$ cat config.mk
export PLATFORM = sky130hd
export DESIGN_NAME = thread_table_round_robin_scheduler_unit_flat
export DESIGN_NICKNAME = d
export VERILOG_FILES = /design/src/design/tts_pkg.sv /design/src/design/tts_if.sv /design/src/design/tts_table.sv /design/src/design/thread_table_round_robin_scheduler_unit.sv /design/src/flat_wrapper.sv
export SDC_FILE = /design/constraint.sdc
export NUM_CORES = 1
export LEC_CHECK = 0
export BUFFER_PORTS_ARGS = -buffer_cell sky130_fd_sc_hd__buf_2
export CAP_MARGIN = 20
export CORE_AREA = 2 2 148 150
export DETAILED_ROUTE_END_ITERATION = 8
export DIE_AREA = 0 0 150 152
export GPL_ROUTABILITY_DRIVEN = 0
export PLACE_DENSITY = 0.51
export SLEW_MARGIN = 10
export SYNTH_ARGS = -nofsm -noshare
export SYNTH_HDL_FRONTEND = slang
export SYNTH_SLANG_ARGS = --single-unit
export TNS_END_PERCENT = 5
$ cat constraint.sdc
create_clock -name clk -period 3 [get_ports clk]
set_clock_uncertainty 0.1 [all_clocks]
set_input_delay 0.45 -clock clk [delete_from_list [all_inputs] [get_ports clk]]
set_output_delay 0.45 -clock clk [all_outputs]
set_load 0.02 [all_outputs]
$ cat src/design/tts_pkg.sv
// Shared types for the thread table round-robin scheduler.
// No dependencies; tts_table and the scheduler unit import this package.
package tts_pkg;

  typedef enum logic [1:0] {
    OP_CREATE = 2'd0,
    OP_EXIT   = 2'd1,
    OP_JOIN   = 2'd2,
    OP_YIELD  = 2'd3
  } op_t;

  typedef enum logic [1:0] {
    SLOT_DEAD     = 2'd0,
    SLOT_RUNNABLE = 2'd1,
    SLOT_RUNNING  = 2'd2,
    SLOT_BLOCKED  = 2'd3
  } slot_state_t;

  // One entry of the thread table.
  typedef struct packed {
    slot_state_t st;
    logic [3:0]  join_target;
  } entry_t;

endpackage

$ cat src/design/tts_if.sv
// Valid/ready channel interfaces for scheduler requests and responses.
// Depends on nothing; payload widths are fixed by the request/response format.
interface tts_req_if;
  logic       valid;
  logic       ready;
  logic [1:0] operation;
  logic [3:0] target_thread;

  modport source (output valid, output operation, output target_thread, input ready);
  modport sink (input valid, input operation, input target_thread, output ready);
endinterface

interface tts_rsp_if;
  logic       valid;
  logic       ready;
  logic       status;
  logic [3:0] new_thread;
  logic [3:0] running_thread;
  logic       switched;

  modport source (output valid, output status, output new_thread,
                  output running_thread, output switched, input ready);
  modport sink (input valid, input status, input new_thread,
                input running_thread, input switched, output ready);
endinterface

$ cat src/design/tts_table.sv
// Thread table memory: one read and one write port, registered read data.
// Depends on tts_pkg; per-entry valid bits give the reset contents.
module tts_table #(
  parameter int DEPTH = 16,
  parameter int AW    = 4
) (
  input  logic            clk,
  input  logic            rst,
  input  logic            rd_en,
  input  logic [AW-1:0]   rd_addr,
  output tts_pkg::entry_t rd_data,
  input  logic            wr_en,
  input  logic [AW-1:0]   wr_addr,
  input  tts_pkg::entry_t wr_data
);
  import tts_pkg::*;

  entry_t           mem [DEPTH];
  logic [DEPTH-1:0] written;
  entry_t           reset_entry;

  // Slot 0 comes out of reset running, every other slot dead.
  always_comb begin
    reset_entry.join_target = 4'd0;
    reset_entry.st          = (rd_addr == '0) ? SLOT_RUNNING : SLOT_DEAD;
  end

  always_ff @(posedge clk) begin
    if (wr_en) begin
      mem[wr_addr] <= wr_data;
    end
  end

  always_ff @(posedge clk) begin
    if (rst) begin
      written <= '0;
    end else if (wr_en) begin
      written[wr_addr] <= 1'b1;
    end
  end

  // Forward a same-cycle write to the read port.
  always_ff @(posedge clk) begin
    if (rd_en) begin
      if (wr_en && wr_addr == rd_addr) begin
        rd_data <= wr_data;
      end else if (written[rd_addr]) begin
        rd_data <= mem[rd_addr];
      end else begin
        rd_data <= reset_entry;
      end
    end
  end

endmodule

$ cat src/design/thread_table_round_robin_scheduler_unit.sv
// Channel  Dir  Handshake      Payload
// req      in   valid/ready    operation[1:0], target_thread[3:0]
// rsp      out  valid/ready    status, new_thread[3:0], running_thread[3:0], switched
//
// One request at a time. Create, yield and join make one pass over the table,
// exit makes two (a wake-up pass, then a pick pass): each pass over the
// table reads one entry per cycle through the single read port of the table memory.
// Reset (rst, synchronous) leaves slot 0 running and all other slots dead.
// A finished response waits in the output register; a new request is taken
// while it waits, and a stalled rsp only holds the sequencer in its last step.
module thread_table_round_robin_scheduler_unit #(
  parameter int THREADS = 16
) (
  input logic clk,
  input logic rst,
  tts_req_if.sink   req,
  tts_rsp_if.source rsp
);
  import tts_pkg::*;

  localparam int SW = (THREADS > 1) ? $clog2(THREADS) : 1;
  localparam int NW = $clog2(THREADS + 1);
  localparam int CW = (SW > 4) ? SW : 4;

  typedef enum logic [6:0] {
    S_IDLE = 7'b0000001,
    S_CRE  = 7'b0000010,
    S_EXIT = 7'b0000100,
    S_JT   = 7'b0001000,
    S_CUR  = 7'b0010000,
    S_PICK = 7'b0100000,
    S_DONE = 7'b1000000
  } fsm_t;

  fsm_t          fsm;
  logic [SW-1:0] running;
  logic [SW-1:0] before_q;
  op_t           op_q;
  logic [3:0]    tgt_q;
  logic          live_q;
  logic          fail_q;
  logic [SW-1:0] made_q;
  logic [SW-1:0] scan_addr;
  logic [NW-1:0] scan_cnt;
  logic          pend;
  logic [SW-1:0] pend_addr;
  logic          pend_last;

  logic          rd_en;
  logic [SW-1:0] rd_addr;
  entry_t        rd_data;
  logic          wr_en;
  logic [SW-1:0] wr_addr;
  entry_t        wr_data;

  logic          accept;
  logic          issue;
  logic          hit_cre;
  logic          hit_pick;
  logic          out_load;
  logic          tgt_in_range;
  logic [SW-1:0] tgt_addr;
  logic [SW-1:0] scan_addr_inc;
  logic [SW-1:0] pick_start;

  tts_table #(
    .DEPTH (THREADS),
    .AW    (SW)
  ) u_table (
    .clk     (clk),
    .rst     (rst),
    .rd_en   (rd_en),
    .rd_addr (rd_addr),
    .rd_data (rd_data),
    .wr_en   (wr_en),
    .wr_addr (wr_addr),
    .wr_data (wr_data)
  );

  assign req.ready     = (fsm == S_IDLE);
  assign accept        = req.valid && req.ready;
  assign tgt_in_range  = (32'(req.target_thread) < THREADS);
  assign tgt_addr      = SW'(req.target_thread);
  assign scan_addr_inc = (scan_addr == SW'(THREADS - 1)) ? '0 : scan_addr + 1'b1;
  assign pick_start    = (running == SW'(THREADS - 1)) ? '0 : running + 1'b1;
  assign issue         = (fsm == S_CRE || fsm == S_EXIT || fsm == S_PICK) &&
                         (scan_cnt != NW'(THREADS));
  assign hit_cre       = (fsm == S_CRE) && pend && (rd_data.st == SLOT_DEAD);
  assign hit_pick      = (fsm == S_PICK) && pend && (rd_data.st == SLOT_RUNNABLE);
  assign out_load      = (fsm == S_DONE) && (!rsp.valid || rsp.ready);

  // Table read port
  always_comb begin
    rd_en   = 1'b0;
    rd_addr = scan_addr;
    if (issue) begin
      rd_en = 1'b1;
    end else if (accept && op_t'(req.operation) == OP_JOIN) begin
      rd_en   = 1'b1;
      rd_addr = tgt_addr;
    end else if (accept && op_t'(req.operation) == OP_YIELD) begin
      rd_en   = 1'b1;
      rd_addr = running;
    end else if (fsm == S_JT) begin
      rd_en   = 1'b1;
      rd_addr = running;
    end
  end

  // Table write port: modify the entry read in the previous cycle
  always_comb begin
    wr_en   = 1'b0;
    wr_addr = pend_addr;
    wr_data = rd_data;
    unique case (fsm)
      S_CRE: begin
        if (hit_cre) begin
          wr_en      = 1'b1;
          wr_data.st = SLOT_RUNNABLE;
        end
      end
      S_EXIT: begin
        if (pend) begin
          if (pend_addr == running) begin
            wr_en      = 1'b1;
            wr_data.st = SLOT_DEAD;
          end else if (rd_data.st == SLOT_BLOCKED &&
                       CW'(rd_data.join_target) == CW'(running)) begin
            wr_en      = 1'b1;
            wr_data.st = SLOT_RUNNABLE;
          end
        end
      end
      S_CUR: begin
        wr_addr = running;
        if (rd_data.st == SLOT_RUNNING) begin
          wr_en = 1'b1;
          if (op_q == OP_JOIN && live_q) begin
            wr_data.st          = SLOT_BLOCKED;
            wr_data.join_target = tgt_q;
          end else begin
            wr_data.st = SLOT_RUNNABLE;
          end
        end
      end
      S_PICK: begin
        if (hit_pick) begin
          wr_en      = 1'b1;
          wr_data.st = SLOT_RUNNING;
        end
      end
      default: begin
        wr_en = 1'b0;
      end
    endcase
  end

  // Sequencer
  always_ff @(posedge clk) begin
    if (rst) begin
      fsm     <= S_IDLE;
      running <= '0;
      pend    <= 1'b0;
    end else begin
      // advance the scan pipeline; a new scan is set up below
      if (issue) begin
        pend      <= 1'b1;
        pend_addr <= scan_addr;
        pend_last <= (scan_cnt == NW'(THREADS - 1));
        scan_addr <= scan_addr_inc;
        scan_cnt  <= scan_cnt + 1'b1;
      end else begin
        pend <= 1'b0;
      end

      unique case (fsm)
        S_IDLE: begin
          if (accept) begin
            op_q      <= op_t'(req.operation);
            tgt_q     <= req.target_thread;
            before_q  <= running;
            fail_q    <= 1'b0;
            made_q    <= '0;
            scan_addr <= '0;
            scan_cnt  <= '0;
            unique case (op_t'(req.operation))
              OP_CREATE: fsm <= S_CRE;
              OP_EXIT:   fsm <= S_EXIT;
              OP_JOIN: begin
                fsm    <= S_JT;
                live_q <= tgt_in_range;
              end
              OP_YIELD:  fsm <= S_CUR;
              default:   fsm <= S_IDLE;
            endcase
          end
        end
        S_CRE: begin
          if (hit_cre) begin
            made_q <= pend_addr;
            fsm    <= S_DONE;
          end else if (pend && pend_last) begin
            fail_q <= 1'b1;
            fsm    <= S_DONE;
          end
        end
        S_EXIT: begin
          if (pend && pend_last) begin
            scan_addr <= pick_start;
            scan_cnt  <= '0;
            fsm       <= S_PICK;
          end
        end
        S_JT: begin
          live_q <= live_q && (rd_data.st != SLOT_DEAD);
          fsm    <= S_CUR;
        end
        S_CUR: begin
          scan_addr <= pick_start;
          scan_cnt  <= '0;
          fsm       <= S_PICK;
        end
        S_PICK: begin
          if (hit_pick) begin
            running <= pend_addr;
            fsm     <= S_DONE;
          end else if (pend && pend_last) begin
            fail_q <= 1'b1;
            fsm    <= S_DONE;
          end
        end
        S_DONE: begin
          if (out_load) begin
            fsm <= S_IDLE;
          end
        end
        default: begin
          fsm <= S_IDLE;
        end
      endcase
    end
  end

  // Response register
  always_ff @(posedge clk) begin
    if (rst) begin
      rsp.valid <= 1'b0;
    end else if (out_load) begin
      rsp.valid <= 1'b1;
    end else if (rsp.ready) begin
      rsp.valid <= 1'b0;
    end
  end

  always_ff @(posedge clk) begin
    if (out_load) begin
      rsp.status         <= fail_q;
      rsp.new_thread     <= 4'(made_q);
      rsp.running_thread <= 4'(running);
      rsp.switched       <= (running != before_q);
    end
  end

`ifndef NO_ASSERTIONS
  a_switch_means_success: assert property (@(posedge clk) disable iff (rst)
    out_load && (running != before_q) |-> !fail_q)
    else $error("switch reported on a failed request");

  a_accept_starts_work: assert property (@(posedge clk) disable iff (rst)
    accept |=> fsm != S_IDLE)
    else $error("accepted request did not start the sequencer");

  a_write_only_when_busy: assert property (@(posedge clk) disable iff (rst)
    wr_en |-> (fsm == S_CRE || fsm == S_EXIT || fsm == S_CUR || fsm == S_PICK))
    else $error("table write outside a working step");

  a_no_read_in_flight_idle: assert property (@(posedge clk) disable iff (rst)
    fsm == S_IDLE |-> !pend)
    else $error("scan read still in flight while idle");
`endif

endmodule
$ cat src/flat_wrapper.sv
// flat-port wrapper written by rule: the top's interface ports become plain ports
module thread_table_round_robin_scheduler_unit_flat import tts_pkg::*;
#(
  parameter int THREADS = 16
)
  (clk, rst, req_valid, req_operation, req_target_thread, req_ready, rsp_valid, rsp_status, rsp_new_thread, rsp_running_thread, rsp_switched, rsp_ready);
  tts_req_if req_i ();
  tts_rsp_if rsp_i ();
  input logic clk;
  input logic rst;
  input wire logic [$bits(req_i.valid)-1:0] req_valid;
  input wire logic [$bits(req_i.operation)-1:0] req_operation;
  input wire logic [$bits(req_i.target_thread)-1:0] req_target_thread;
  output wire logic [$bits(req_i.ready)-1:0] req_ready;
  output wire logic [$bits(rsp_i.valid)-1:0] rsp_valid;
  output wire logic [$bits(rsp_i.status)-1:0] rsp_status;
  output wire logic [$bits(rsp_i.new_thread)-1:0] rsp_new_thread;
  output wire logic [$bits(rsp_i.running_thread)-1:0] rsp_running_thread;
  output wire logic [$bits(rsp_i.switched)-1:0] rsp_switched;
  input wire logic [$bits(rsp_i.ready)-1:0] rsp_ready;
  assign req_i.valid = req_valid;
  assign req_i.operation = req_operation;
  assign req_i.target_thread = req_target_thread;
  assign req_ready = req_i.ready;
  assign rsp_valid = rsp_i.valid;
  assign rsp_status = rsp_i.status;
  assign rsp_new_thread = rsp_i.new_thread;
  assign rsp_running_thread = rsp_i.running_thread;
  assign rsp_switched = rsp_i.switched;
  assign rsp_i.ready = rsp_ready;
  thread_table_round_robin_scheduler_unit #(.THREADS(THREADS)) u_core (.clk(clk), .rst(rst), .req(req_i), .rsp(rsp_i));
endmodule
Word level (Yosys, flattened, before mapping) --
Memory sizes are Yosys's and may differ from the RTL's. Index checks and enable logic that the tools add are counted.
Word-level totals: output and inout bits 12, bits in registers 75, bits of input ports 10, RAM bits 96, memories 1
Cells by class: $add $sub $neg 3, equality and inequality tests 29, order comparisons 3, muxes and demuxes 67, bitwise operators 2, reduce and logical (&&, ||, !) cells 34
Memories:
- u_core.u_table.mem | words 16, width 6, rd ports 1, clocked after memory_dff 0, write ports 1, line tts_table.sv:18 | entry_t mem [DEPTH];
Operators with widths (number):
- 2-to-1 mux 4 bit | 14
- case mux 7 bit (7 select lines) | 1
- 2-to-1 mux 7 bit | 6
- case mux 7 bit (4 select lines) | 1
- 2-to-1 mux 1 bit | 23
- 2-to-1 mux 6 bit | 3
- OR 16 bit | 1
- logical AND 1 bit | 15
- 2-to-1 mux 5 bit | 3
- case mux 5 bit (3 select lines) | 1
- 2-to-1 mux 2 bit | 7
- == test 4 bit | 3
- case mux 4 bit (3 select lines) | 1
- == test 2 bit (second input constant) | 5
- less-than comparator 4 x 5 -> 1 bit (second input constant) | 2
- inequality test 2 bit (second input constant) | 5
- adder 4 x 1 -> 4 bit (second input constant) | 2
- == test 4 bit (second input constant) | 2
- case mux 2 bit (4 select lines) | 1
- case mux 4 bit (2 select lines) | 1
- AND reduction 4 bit | 2
- nonzero test 2 bit | 4
- == test 7 x 1 -> 1 bit (second input constant) | 1
- == test 7 x 2 -> 1 bit (second input constant) | 1
- 26 further kinds | 33

Depth between registers and ports, before layout --
word-level depth 10, mapped depth 12, gate-level depth less buffers 10

Modules after synthesis --
Synthesis repeated with hierarchy kept, for this count alone.
Second synthesis, totals: cell total of the unflattened synthesis 546, area total of the unflattened synthesis 7712.4 um^2
Modules (own cells, without submodules):
- tts_table | instances 1, cells an instance 257, seq. area each 3383.2 um^2, area an instance 4782.1 um^2
- thread_table_round_robin_scheduler_unit | instances 1, cells an instance 289, seq. area each 1461.4 um^2, area an instance 2930.3 um^2

Worst setup path before layout --
No wires, ideal clock.
path type reg2reg, from register u_core.fsm[2], to register u_core.u_table.rd_data[0] (netlist name), cell stages (with the launch flop) 12, data arrival time 2384 ps, clock period less this slack 2754 ps, path slack 246 ps, cell sequence dfxtp_1 -> buf_2 -> or3_4 -> nor3_4 -> a32oi_4 -> and2_1 -> buf_4 -> buf_6 -> mux4_2 -> and2_4 -> o2111ai_1 -> o211ai_1
On the way: cells in the longest elaborated chain, start to end 10, elaborated cells between the ends (all ways) 32
RTL lines:
- start, declared | line thread_table_round_robin_scheduler_unit.sv:35 | fsm_t fsm;
- start signal, assigned | line thread_table_round_robin_scheduler_unit.sv:161 | fsm <= S_IDLE;
- start signal, assigned | line thread_table_round_robin_scheduler_unit.sv:187 | OP_CREATE: fsm <= S_CRE;
- start signal, assigned | line thread_table_round_robin_scheduler_unit.sv:188 | OP_EXIT: fsm <= S_EXIT;
- == test 7 x 1 -> 1 bit | line thread_table_round_robin_scheduler_unit.sv:80 | assign req.ready = (fsm == S_IDLE);
- logical AND 1 bit | line thread_table_round_robin_scheduler_unit.sv:81 | assign accept = req.valid && req.ready;
- logical AND 1 bit | line thread_table_round_robin_scheduler_unit.sv:101 | end else if (accept && op_t'(req.operation) == OP_YIELD) begin
- 2-to-1 mux 4 bit | line thread_table_round_robin_scheduler_unit.sv:101
- 2-to-1 mux 4 bit | line thread_table_round_robin_scheduler_unit.sv:98 | end else if (accept && op_t'(req.operation) == OP_JOIN) begin
- 2-to-1 mux 4 bit | line thread_table_round_robin_scheduler_unit.sv:96 | if (issue) begin
- binary-select mux 1 bit (select 4 bit) | line tts_table.sv:47 | end else if (written[rd_addr]) begin
- 2-to-1 mux 1 bit (not written as such) | line tts_table.sv:47
- 2-to-1 mux 6 bit | line tts_table.sv:47
- 2-to-1 mux 6 bit * | line tts_table.sv:45 | if (wr_en && wr_addr == rd_addr) begin
Mark *: on every way between the ends. The rest lies on a longest branch, timed or not. The select of a mux whose other input is x is not followed. A chain may end at the register's enable or synchronous reset.

Worst setup path in the final report --
from register u_core.fsm[1], to register u_core.u_table.rd_data[4] (netlist name)
On the way: cells in the longest elaborated chain, start to end 10, elaborated cells between the ends (all ways) 34
RTL lines (line):
- == test 7 x 1 -> 1 bit | thread_table_round_robin_scheduler_unit.sv:80
- logical AND 1 bit | thread_table_round_robin_scheduler_unit.sv:81
- logical AND 1 bit | thread_table_round_robin_scheduler_unit.sv:101
- 2-to-1 mux 4 bit | thread_table_round_robin_scheduler_unit.sv:101
- 2-to-1 mux 4 bit | thread_table_round_robin_scheduler_unit.sv:98
- 2-to-1 mux 4 bit | thread_table_round_robin_scheduler_unit.sv:96
- binary-select mux 1 bit (select 4 bit) | tts_table.sv:47
- 2-to-1 mux 1 bit (not written as such) | tts_table.sv:47
- 2-to-1 mux 6 bit | tts_table.sv:47
- 2-to-1 mux 6 bit * | tts_table.sv:45
Marked as above.

==> results.yml <==
run_status:
  status: "finished, violations left"
  violations: "setup timing"
sta:
  finalCritPeriodShare_pct: 102
  fin_ws_ps: -54.0
  fin_setup_tns_ps: -218
  hold_slack_ps: 134
  relSlewSlack_pct: 55.4
  rsz0062_at_grt: "yes"
  finalHoldViolCount: 0
  tightest_slew_ps: 666
  drv_slew: 0
  setup_viol: 5
  period_needed_ps: 3050
  fmax_mhz: 327
route:
  routed.top_layer: "met4"
  dr_wl_met2_mm: 10.7
  wl_met1_mm: 10.5
  wl_met3_mm: 1.06
  antenna_left: 0
  viasPerCell: 5.67
  wire_per_inst_um: 20.7
  vias: 6194
  drtPass1Iterations: 5
  routed_wl_mm: 22.6
  drtIter0Drc: 599
  drc: 0
global_route:
  grt_pass1_vias: 5998
  grt_start_max_net_pins: 28
  antenna_found_initial: 0
  grt_overflow_total: 0
  grt_pass1_wl_mm: 35.0
  grt.total_usage_pct: 20.3
logic_synthesis:
  synth-edff-count: 142
  yosysWarnings: 0
  synth_cells: 680
  ys_seq_elements: 171
  synthTopCellsByCount: "142 x edfxtp_1, 67 x nand2_1, 51 x nor2_1"
  synth_area_um2: 8120
  yosys.area.top_type: "edfxtp_1"
  yosysSeqAreaShare_pct: 59.7
  synth_top_area_share_pct: 52.5
  synthDistinctLibCells: 79
  synth_flop_cell: "edfxtp_1"
  synth_fp_nets: 695
  synth.most_common_cell: "edfxtp_1"
  synth-async-reset-ratio_pct: 0
  syn_area_per_cell_um2: 11.9
  netlist_top_cells_area: "edfxtp_1 53%, dfxtp_1 7.2%, nand2_1 3.1%"
worst_hold_path:
  hold_path.class: "input port to register"
  min_path_cells: 1
layout:
  synthToLayoutAreaGrowth_pct: 24.0
  final_nets: 815
  final_area_um2: 10100
  antennaDiodeCount: 0
  finalNonFillerCells: 1093
  n_fill_cell: 1977
  drive_above_1_share_pct: 26.6
critical_path:
  cp_data_required_time_ps: 3070
  cp-end-kind: "register"
  path_class: "register to register"
  worstPathCellList: "or3_4, nor3_4, buf_6, a21boi_4, buf_6, o211ai_1, o2111ai_1, a2111o_1, o2111ai_1, o211ai_1"
  crit_arrival_ps: 3120
  cpPeakStageDelay_ps: 530
  start_kind: "register"
  r2r_cells: 10
  cp_max_fo: 7
  crit_path_top_delay_cell: "a2111o_1"
floorplan:
  rows: 54
  ioPinCount: 22
  initial_core_util_pct: 38.0
  coreArea_um2: 21400
  fp.dieH_um: 152
  fp.dieArea_um2: 22800
  die_w_um: 150
cts:
  clk_latency_ps: 420
  cts.sinks: 171
  path_clk_slew_ps: 70
  clock-root-buffer: "clkbuf_16"
  clock_path_buffers: 2
  cts_buffers: 17
  htreeDepth: 4
  tritoncts: "built"
  hold_buffers: 0
power_and_ir_drop:
  p_leak_nw: 3.59
  powerDensity_nw_per_um2: 578
  ir_drop_uv: 369
flow_run:
  maxCapViolations: 0
placed_design:
  pre_cts_ws_ps: -180
  dpl.hpwl_mm: 16.3
  io_buffers: 21
  placed_cells: 1056
  place_area_um2: 9330
## layout make-up
type	instances	area [um^2]	share of cell area, %
tap	280	350	3.48
timing repair buffer	138	1070	10.7
clock inverter	13	153	1.52
sequential	171	4850	48.2
multi-input combinational	451	3120	31.0
inverter	21	78.8	0.783
clock buffer	19	443	4.40
## kinds of logic after synthesis
| family | Yosys count | share of synthesized area (%) |
|---|---|---|
| compound gates | 158 | 15.1 |
| xor+xnor | 14 | 1.51 |
| fa+ha+maj | 5 | 0.771 |
| buf+inv | 58 | 3.04 |
| flops | 171 | 59.7 |
| mux | 25 | 3.96 |
| simple gates | 249 | 15.9 |
## path summary, 6_finish.rpt
kind / startpoint / to / slack [ps]
setup / recovery: u_core.fsm[1] / u_core.u_table.rd_data[4] / -50
hold reg to reg: u_core.made_q[2] / u_core.rsp.new_thread[2] / 320
hold / removal: req_target_thread[3] / u_core.tgt_q[3] / 130
setup reg to reg: u_core.fsm[1] / u_core.u_table.rd_data[4] / -50
## what timing repair did
action                                  in CTS  in global routing
setup buffers                                0                  5
resized for setup                            7                 22
pin swaps                                    1                 10
endpoints found under the setup margin       6                104
## layer usage
layer  vias to the layer above  track usage, %
met5                         -               0
met4                         0            6.51
met3                        24            3.48
met2                       184            31.5
met1                      3096            29.1
li1                       2890               -
## stage by stage
step | total power, mW | util (%)
after floorplan | 3.23 | -
after CTS | 5.84 | 46.6
after detailed placement | 3.62 | 43.7
final | 5.82 | 47.1
after global routing | 6.05 | 47.1
after global placement | 3.61 | 43.7
## report_power, final
group / switching, mW / internal (mW) / total, mW / leakage (nW)
clock network: 1.00 / 1.21 / 2.21 / 0.290
logic: 0.522 / 0.393 / 0.915 / 1.77
registers: 0.0466 / 2.65 / 2.70 / 1.53
total: 1.57 / 4.25 / 5.82 / 3.59
## registers in the layout, indices dropped and copies added (netlist names), 5 cells and up
register and flops:
u_core.fsm 7, u_core.scan_cnt 5, u_core.u_table.written 16, u_core.u_table.rd_data 6, u_core.u_table.mem 96
## worst max-delay path, delay by kind of cell (launching register included)
| family | cells | cell delay [ps] |
|---|---|---|
| simple gates | 2 | 740 |
| flops | 1 | 360 |
| buf+inv | 2 | 280 |
| compound gates | 6 | 1310 |
## layout by cell type (no fill, tap or decap), types with 6 or more instances in the layout
| cell type | count |
|---|---|
| o21a_1 | 18 |
| edfxtp_1 | 142 |
| a2111oi_1 | 7 |
| o2111ai_1 | 8 |
| nor3_1 | 16 |
| nand3_1 | 33 |
| o211ai_1 | 8 |
| o21ai_0 | 16 |
| mux2_2 | 7 |
| a2111oi_0 | 14 |
| buf_12 | 6 |
| xor2_1 | 8 |
| dfxtp_1 | 27 |
| nor4_1 | 8 |
| mux2i_1 | 13 |
| buf_4 | 108 |
| nor2_1 | 49 |
| a32oi_1 | 6 |
| nand2b_1 | 7 |
| nand2_1 | 67 |
| inv_1 | 20 |
| xnor2_1 | 6 |
| and3_1 | 30 |
| buf_2 | 21 |
| a21oi_1 | 18 |
| clkbuf_16 | 17 |
Power figures use the tool's default switching activity.
